==> config.mk <==
export PLATFORM = sky130hd
export DESIGN_NAME = annulus_row_span_generator_unit
export DESIGN_NICKNAME = d
export VERILOG_FILES = /design/src/rtl/arsg_pkg.sv /design/src/rtl/arsg_root_cell.sv /design/src/rtl/annulus_row_span_generator_unit.sv
export SDC_FILE = /design/constraint.sdc
export NUM_CORES = 2
export LEC_CHECK = 0
export BUFFER_PORTS_ARGS = -buffer_cell sky130_fd_sc_hd__buf_2
export CAP_MARGIN = 20
export CELL_PAD_IN_SITES_DETAIL_PLACEMENT = 1
export CELL_PAD_IN_SITES_GLOBAL_PLACEMENT = 1
export CORE_UTILIZATION = 52
export DETAILED_ROUTE_END_ITERATION = 10
export GPL_ROUTABILITY_DRIVEN = 1
export HOLD_SLACK_MARGIN = 0.08
export PLACE_DENSITY_LB_ADDON = 0.1
export SYNTH_ARGS = -nofsm -noshare
export SYNTH_HDL_FRONTEND = slang
export SYNTH_SLANG_ARGS = --single-unit
==> constraint.sdc <==
create_clock -name clk -period 9.4 [get_ports clk]
set_input_delay 2.82 -clock clk [delete_from_list [all_inputs] [get_ports clk]]
set_output_delay 2.82 -clock clk [all_outputs]
set_load 0.03 [all_outputs]
==> src/rtl/arsg_pkg.sv <==
// shared types and constants for the annulus row span generator
// depends on nothing; used by arsg_root_cell and the top level
package arsg_pkg;

  localparam int ROW_W  = 11;
  localparam int RAD_W  = 10;
  localparam int SQ_W   = 2 * RAD_W;
  localparam int ROOT_W = RAD_W;
  localparam int ROOTS  = ROOT_W;
  localparam int CNT_W  = 2;
  localparam int IN_TDATA_W  = 16;
  localparam int OUT_TDATA_W = 64;
  localparam int CFG_IDX_W   = 1;

  localparam logic [CFG_IDX_W-1:0] REG_INNER = 1'b0;
  localparam logic [CFG_IDX_W-1:0] REG_OUTER = 1'b1;

  localparam logic [CNT_W-1:0] SPAN_NONE = 2'd0;
  localparam logic [CNT_W-1:0] SPAN_ONE  = 2'd1;
  localparam logic [CNT_W-1:0] SPAN_TWO  = 2'd2;

  // one row on its way down the root chain, outer and inner lanes side by side
  typedef struct packed {
    logic [ROW_W-1:0]  row;
    logic              out_ok;
    logic              in_hit;
    logic [SQ_W-1:0]   rem_o;
    logic [SQ_W-1:0]   rem_i;
    logic [ROOT_W-1:0] root_o;
    logic [ROOT_W-1:0] root_i;
  } arsg_pipe_t;

endpackage

==> src/rtl/arsg_root_cell.sv <==
// one cell of the integer square root chain: settles root bit BIT for both lanes
// depends on arsg_pkg
module arsg_root_cell #(
  parameter int BIT = 0
) (
  input  logic                 clk,
  input  logic                 rst_n,
  input  logic                 up_vld,
  input  arsg_pkg::arsg_pipe_t up_d,
  output logic                 up_rdy,
  output logic                 dn_vld,
  output arsg_pkg::arsg_pipe_t dn_d,
  input  logic                 dn_rdy
);
  import arsg_pkg::*;

  localparam logic [SQ_W:0]   STEP    = (SQ_W+1)'(1) << (2 * BIT);
  localparam logic [ROOT_W-1:0] ROOT_BIT = ROOT_W'(1) << BIT;

  logic       vld_r;
  arsg_pipe_t d_r;
  arsg_pipe_t d_nxt;

  // (p + 2^b)^2 - p^2 = p*2^(b+1) + 2^(2b)
  function automatic logic [SQ_W+ROOT_W-1:0] lane_step(input logic [SQ_W-1:0] rem,
                                                        input logic [ROOT_W-1:0] root);
    logic [SQ_W:0] trial;
    logic          fit;
    trial = ((SQ_W+1)'(root) << (BIT + 1)) + STEP;
    fit   = {1'b0, rem} >= trial;
    if (fit) begin
      lane_step = {rem - trial[SQ_W-1:0], root | ROOT_BIT};
    end else begin
      lane_step = {rem, root};
    end
  endfunction

  always_comb begin
    d_nxt = up_d;
    {d_nxt.rem_o, d_nxt.root_o} = lane_step(up_d.rem_o, up_d.root_o);
    {d_nxt.rem_i, d_nxt.root_i} = lane_step(up_d.rem_i, up_d.root_i);
  end

  assign up_rdy = !vld_r || dn_rdy;

  always_ff @(posedge clk) begin
    if (!rst_n) begin
      vld_r <= 1'b0;
    end else if (up_rdy) begin
      vld_r <= up_vld;
    end
  end

  always_ff @(posedge clk) begin
    if (up_rdy && up_vld) begin
      d_r <= d_nxt;
    end
  end

  assign dn_vld = vld_r;
  assign dn_d   = d_r;

endmodule

==> src/rtl/annulus_row_span_generator_unit.sv <==
// top level of the annulus row span generator: squares, root cell chain, span output
// depends on arsg_pkg and arsg_root_cell
// Each row offset request gives one result with the spans of columns whose squared
// distance lies in (inner^2, outer^2]. It takes one row per cycle unless the output
// stalls; a row passes the input register, squaring, radicand preparation, ten square
// root cells (one root bit each, both roots in parallel) and the output register. The
// root chain sets the row-to-row rate: each cell holds one row and hands it on every
// cycle unless stalled. Radii must be written through the cfg port while no row is in
// flight, which the block does not enforce; a radius above MAX_RADIUS is clamped to it.
module annulus_row_span_generator_unit #(
  parameter int MAX_RADIUS = 1023
) (
  input  logic                                  clk,
  input  logic                                  rst_n,
  input  logic                                  in_tvalid,
  output logic                                  in_tready,
  input  logic [arsg_pkg::IN_TDATA_W-1:0]       in_tdata,   // [10:0] row_offset
  output logic                                  out_tvalid,
  input  logic                                  out_tready,
  // [10:0] row_echo, [12:11] span_count, [23:13] first_low, [34:24] first_high,
  // [45:35] second_low, [56:46] second_high
  output logic [arsg_pkg::OUT_TDATA_W-1:0]      out_tdata,
  input  logic                                  cfg_valid,
  output logic                                  cfg_ready,
  input  logic [arsg_pkg::CFG_IDX_W-1:0]        cfg_index,
  input  logic [arsg_pkg::RAD_W-1:0]            cfg_data
);
  import arsg_pkg::*;

  localparam int RAD_TOP = (1 << RAD_W) - 1;
  localparam int LIM     = (MAX_RADIUS > RAD_TOP) ? RAD_TOP : MAX_RADIUS;
  localparam logic [RAD_W-1:0] RAD_LIM = RAD_W'(LIM);

  // configuration
  logic [RAD_W-1:0] inner_r, outer_r;
  logic [SQ_W-1:0]  n2_r, m2_r;
  logic [RAD_W-1:0] ri, ro;

  assign cfg_ready = 1'b1;

  always_ff @(posedge clk) begin
    if (!rst_n) begin
      inner_r <= '0;
      outer_r <= '0;
    end else if (cfg_valid) begin
      case (cfg_index)
        REG_INNER: inner_r <= cfg_data;
        REG_OUTER: outer_r <= cfg_data;
        default: ;
      endcase
    end
  end

  assign ri = (inner_r > RAD_LIM) ? RAD_LIM : inner_r;
  assign ro = (outer_r > RAD_LIM) ? RAD_LIM : outer_r;

  // radius squares are registered from the clamped radius registers
  always_ff @(posedge clk) begin
    n2_r <= SQ_W'(ri) * SQ_W'(ri);
    m2_r <= SQ_W'(ro) * SQ_W'(ro);
  end

  // handshake chain
  logic v0_r, v1_r, v2_r;
  logic rdy0, rdy1, rdy2, rdy_out;
  logic       cell_v   [ROOTS+1];
  logic       cell_rdy [ROOTS+1];
  arsg_pipe_t cell_d   [ROOTS+1];

  assign rdy_out = !out_tvalid || out_tready;
  assign rdy2    = !v2_r || cell_rdy[0];
  assign rdy1    = !v1_r || rdy2;
  assign rdy0    = !v0_r || rdy1;
  assign in_tready = rdy0;

  always_ff @(posedge clk) begin
    if (!rst_n) begin
      v0_r <= 1'b0;
      v1_r <= 1'b0;
      v2_r <= 1'b0;
    end else begin
      if (rdy0) v0_r <= in_tvalid;
      if (rdy1) v1_r <= v0_r;
      if (rdy2) v2_r <= v1_r;
    end
  end

  // stage 0: row register
  logic [ROW_W-1:0] s0_row_r;
  always_ff @(posedge clk) begin
    if (rdy0 && in_tvalid) begin
      s0_row_r <= in_tdata[ROW_W-1:0];
    end
  end

  // stage 1: row square
  logic [ROW_W-1:0] adz;
  logic [ROW_W-1:0] s1_row_r;
  logic [SQ_W:0]    s1_sq_r;

  assign adz = s0_row_r[ROW_W-1] ? (~s0_row_r + ROW_W'(1)) : s0_row_r;

  always_ff @(posedge clk) begin
    if (rdy1 && v0_r) begin
      s1_row_r <= s0_row_r;
      s1_sq_r  <= (SQ_W+1)'(adz) * (SQ_W+1)'(adz);
    end
  end

  // stage 2: radicands for the outer and inner roots
  arsg_pipe_t s2_r;
  arsg_pipe_t s2_nxt;

  always_comb begin
    s2_nxt.row    = s1_row_r;
    s2_nxt.out_ok = s1_sq_r <= {1'b0, m2_r};
    s2_nxt.in_hit = s1_sq_r <= {1'b0, n2_r};
    s2_nxt.rem_o  = m2_r - s1_sq_r[SQ_W-1:0];
    s2_nxt.rem_i  = n2_r - s1_sq_r[SQ_W-1:0];
    s2_nxt.root_o = '0;
    s2_nxt.root_i = '0;
  end

  always_ff @(posedge clk) begin
    if (rdy2 && v1_r) begin
      s2_r <= s2_nxt;
    end
  end

  // root chain, most significant root bit first
  assign cell_v[0]        = v2_r;
  assign cell_d[0]        = s2_r;
  assign cell_rdy[ROOTS]  = rdy_out;

  for (genvar c = 0; c < ROOTS; c++) begin : g_cell
    arsg_root_cell #(
      .BIT(ROOTS - 1 - c)
    ) u_cell (
      .clk    (clk),
      .rst_n  (rst_n),
      .up_vld (cell_v[c]),
      .up_d   (cell_d[c]),
      .up_rdy (cell_rdy[c]),
      .dn_vld (cell_v[c+1]),
      .dn_d   (cell_d[c+1]),
      .dn_rdy (cell_rdy[c+1])
    );
  end

  // span assembly
  arsg_pipe_t       fin;
  logic [ROW_W-1:0] oh, ih1;
  logic [CNT_W-1:0] cnt;
  logic [ROW_W-1:0] f_lo, f_hi, s_lo, s_hi;
  logic             out_tvalid_r;
  logic [OUT_TDATA_W-1:0] out_tdata_r;

  assign fin = cell_d[ROOTS];
  assign oh  = ROW_W'(fin.root_o);
  assign ih1 = ROW_W'(fin.root_i) + ROW_W'(1);

  always_comb begin
    cnt  = SPAN_NONE;
    f_lo = '0;
    f_hi = '0;
    s_lo = '0;
    s_hi = '0;
    if (fin.out_ok) begin
      if (!fin.in_hit) begin
        cnt  = SPAN_ONE;
        f_lo = -oh;
        f_hi = oh;
      end else if (fin.root_i < fin.root_o) begin
        cnt  = SPAN_TWO;
        f_lo = -oh;
        f_hi = -ih1;
        s_lo = ih1;
        s_hi = oh;
      end
    end
  end

  always_ff @(posedge clk) begin
    if (!rst_n) begin
      out_tvalid_r <= 1'b0;
    end else if (rdy_out) begin
      out_tvalid_r <= cell_v[ROOTS];
    end
  end

  always_ff @(posedge clk) begin
    if (rdy_out && cell_v[ROOTS]) begin
      out_tdata_r <= OUT_TDATA_W'({s_hi, s_lo, f_hi, f_lo, cnt, fin.row});
    end
  end

  assign out_tvalid = out_tvalid_r;
  assign out_tdata  = out_tdata_r;

  // input only backs up when the whole chain is full behind a stalled result
  a_ready_backpressure: assert property (@(posedge clk) disable iff (!rst_n)
    !in_tready |-> (out_tvalid && !out_tready))
    else $error("input stalled while pipeline has room");

  a_single_span_symmetric: assert property (@(posedge clk) disable iff (!rst_n)
    (out_tvalid && out_tdata[12:11] == SPAN_ONE) |->
      (out_tdata[23:13] == (~out_tdata[34:24] + 11'd1)))
    else $error("single span not symmetric");

  a_no_span_zero: assert property (@(posedge clk) disable iff (!rst_n)
    (out_tvalid && out_tdata[12:11] == SPAN_NONE) |-> (out_tdata[56:13] == '0))
    else $error("empty result carries span data");

  a_two_span_order: assert property (@(posedge clk) disable iff (!rst_n)
    (out_tvalid && out_tdata[12:11] == SPAN_TWO) |->
      (!out_tdata[45] && (out_tdata[45:35] <= out_tdata[56:46])))
    else $error("second span out of order");

endmodule
==> impl.org <==
** Run status
- The run finished with clean final reports.

** Yosys
- Synthesized area per cell :: 12.1 µm²
- The share of the Yosys chip area taken by registers is 54.0%.
- Post-synthesis cell type with the largest combined area :: edfxtp_1
- Largest cells by area after synthesis :: edfxtp_1 (51%), ha_1 (10%), fa_1 (7.3%)
- Top FF cell, synth :: edfxtp_1
- After technology mapping, the gate count stands at 3,663.
- The top cell type by area accounts for 50.7% of the synthesized area.
- Yosys printed 0 warnings.
- Number of unique standard cell types used by synthesis :: 81
- Flip-flop and latch count after synthesis :: 822
- Proportion of register bits with asynchronous set or reset after synthesis :: 0%
- Area of the mapped netlist :: 44,400 µm²
- In this run, synthesis inferred 750 flip-flops with an integrated enable.

** Timing
- The routed design could run at a clock period as short as 8.54 ns.
- Setup repair after global routing missed its margin :: false
- Setup slack on the critical path of the routed design comes to 0.863 ns.
- Final Setup Violations :: 0
- Pin slew with the least headroom to its limit :: 1.02 ns
- Final count of pins violating max slew :: 0
- Fraction of the cycle the final worst path needs :: 90.8%
- Worst rel slew slack :: 31.6%
- Final TNS setup :: 0 ns
- Max Clock Freq :: 117 MHz
- The final hold violation count came to 0.
- For the final database, setup skew stands at 0.0322 ns.

** Final layout
- Footprint of the multi-input gates :: 18,300 µm²
- After filler insertion, the fill cell instance count of the layout stands at 8,552.
- Area growth from synthesis to final layout :: 11.1%
- Non-filler instance count after layout :: 5,005
- For this run, the share of the core covered by cells in the final layout is 58.6%.
- In the final layout, flip-flops and latches occupy 24,000 µm².
- Post-layout nets :: 4,344
- Fraction of final layout cells sized beyond drive strength 1 :: 7.70%

** Placed design
- IO Port Bufs :: 84
- Weighted congestion at the end of routability-driven global placement :: 0.861
- Detailed placement finished with a half-perimeter wire length of 72,200 µm.
- Placed Cells incl. Taps :: 4,840
- Worst slack at placement :: 0.917 ns

** Drt
- Once detail routing completed, the nets flagged for antenna violations numbered 0.
- The routed layout has 26,900 vias.
- In the final routed layout, each cell accounts on average for 18.7 µm.
- After detailed routing, the number of vias per cell comes to 5.38.
- # DRC :: 0
- Detailed-routing iteration count for the pre-antenna-repair pass :: 5
- Drt first-iter violations :: 908
- Drt total wl :: 93,600 µm

** Worst setup path
- Walking the worst path, the cells encountered are buf_2 -> and4b_1 -> and4_1 -> and4_1 -> and3_1 -> and2_0 -> nand3_1 -> buf_2.
- The largest individual stage delay along the critical path comes from the cell and4_1.
- In this run the critical register-to-register path is captured at s1_sq_r[20].
- For the worst flop-to-flop path, the logic depth is 22.
- The worst setup path is captured at an output pin.
- Highest net fanout along the worst path :: 7
- Delay of the slowest critical-path stage :: 0.54 ns
- Minimum setup slack among reg-to-reg paths :: 1.98 ns
- Path type of the worst setup path :: input port to output pin
- Data on the critical path is required at its endpoint by 6.58 ns.
- Data arrival time of the worst path :: 5.72 ns
- The startpoint identified for the worst register-to-register timing path is s0_row_r[0].
- The critical path starts at out_tready.
- STA classifies the critical path startpoint as an input port.

** CTS
- Setup Fix Bufs, Post-CTS :: 0
- Sinks on the clock net :: 822
- Buffers inserted to repair hold after CTS numbered 0.
- After clock tree synthesis, the clock-pin slew on the worst setup and hold paths is 0.06 ns.
- The number of clock buffers added by TritonCTS is 88.
- The tree is rooted in a clkbuf_16.
- Number of H-tree levels :: 3
- The longest clock path from root to sink contains 3 buffers.
- Worst skew pair latency :: 0.66 ns
- TritonCTS built the clock tree.
- Cells resized by post-CTS repair :: 0

** Die
- Once the floorplan was initialized, standard cells occupied 52.8% of the core.
- The core region is 84,100 µm².
- Die boundary width :: 294 µm
- Die area :: 86,500 µm²
- The die is 294 µm tall.
- Row generation in the floorplan step produced 106 rows.
- In this run the count of I/O pins placed on the die edge is 99.

** Global route
- GRT Overall Usage :: 22.1%
- Initial antenna violation count :: 1
- Entering global routing, the biggest net connects 72 pins.
- Overflow left after global routing :: 0
- The number of global-route vias before repair came to 30,100.
- Wire length of the first global-routing pass :: 153,000 µm

** Power and ir drop
- For this design the static power due to leakage is 19.9 nW.
- Final Power :: 10.9 mW
- Peak VDD IR :: 0.371 mV
- Power spread over the standard cell area amounts to 220 nW/µm².

** Min path
- End point of the most critical hold path :: g_cell[0].u_cell.dn_d[33]
- The min-delay analysis places its worst path in the category flip-flop to flip-flop.
- The worst hold path was traced through 0 stages.
- Hold path startpoint :: cell_d[763]

** Job
- Max-capacitance violation count :: 0
## stage by stage
step,hold WS [ns],area [µm²]
3_5_place_dp,0.406,46200
5_1_grt,0.415,49300
2_1_floorplan,0.400,44400
6_report,0.404,49300
3_3_place_gp,0.400,46200
4_1_cts,0.403,49300
## logic make-up after synthesis
group | Yosys count | synth area share [%]
adder cells (fa/ha/maj) | 515 | 17.3
AO/OA/AOI/OAI | 551 | 7.94
multiplexers | 27 | 0.668
AND/OR/NAND/NOR | 922 | 10.4
other | 2 | 0.0169
XOR/XNOR | 233 | 4.60
buffers and inverters | 591 | 5.10
flip-flops | 822 | 54.0
## synth_stat cells, types with 9 or more instances
library cell	number
a21o_1	48
a21boi_0	31
nand4b_1	12
o31ai_1	23
edfxtp_1	750
a211oi_1	18
and3_1	18
and2_1	51
nand4_1	22
nand2b_1	32
buf_4	9
nor2_1	202
nor4b_1	16
o21bai_1	11
dfxtp_1	72
nor2b_1	58
fa_1	162
xor2_1	86
o21a_1	77
mux2_2	21
nand2_1	266
nor4_1	43
o211ai_1	13
inv_1	515
a21oi_1	130
a31oi_1	11
or4_1	12
ha_1	353
clkbuf_1	59
o21ai_0	142
xnor2_1	147
nand3b_1	13
nor3_1	80
nand3_1	46
or3_1	14
or2_2	9
## layout by cell type, fill, tap and decap left out, types with 72 or more instances in the layout
master	Yosys	final
a21oi_1	130	130
buf_2	4	84
clkbuf_16	0	88
dfxtp_1	72	72
edfxtp_1	750	750
fa_1	162	162
ha_1	353	353
inv_1	515	515
nand2_1	266	266
nor2_1	202	202
nor3_1	80	80
o21a_1	77	77
o21ai_0	142	142
xnor2_1	147	147
xor2_1	86	86
## layout make-up
class,instances,share of cell area (%)
Sequential cell,822,48.6
Multi-Input combinational cell,2266,37.2
Clock buffer,112,4.79
Inverter,516,3.93
Tap cell,1134,2.88
Clock inverter,51,1.42
Timing Repair Buffer,103,1.17
Antenna cell,1,0.00507
## critical path: cells and delay by family
kind	cells	cell delay, ns
buf+inv	2	0.38
simple gates	6	2.51
## power by group
group,internal [mW],switching [mW],leakage (nW)
logic,1.25,1.70,11.1
registers,4.21,0.102,7.36
clock network,2.13,1.47,1.46
## worst max path at each step
stage,end,slack [ns],cells after the start
2_1_floorplan,g_cell[7].u_cell.dn_d[12],0.71,2
3_3_place_gp,in_tready,1.05,8
3_5_place_dp,in_tready,0.92,8
4_1_cts,in_tready,0.84,8
5_1_grt,in_tready,0.71,8
6_report,in_tready,0.86,8
## flip-flops by register name (all words and copies together), names as in the netlist
register              flops
n2_r                     19
m2_r                     19
v0_r                      1
s0_row_r                 11
outer_r                  10
inner_r                  10
out_tdata                56
s1_sq_r                  19
out_tvalid                1
v2_r                      1
g_cell.u_cell.dn_vld     10
v1_r                      1
g_cell.u_cell.dn_d      600
cell_d                   53
s1_row_r                 11
## layer usage
metal	track usage [%]	routed length, µm	up-vias
li1	-	-	13000
met1	23.5	36100	13400
met2	43.5	51700	363
met3	2.67	2150	198
met4	8.84	3600	0
met5	0	0	-
Note: power is estimated with default switching activity, not from simulation.
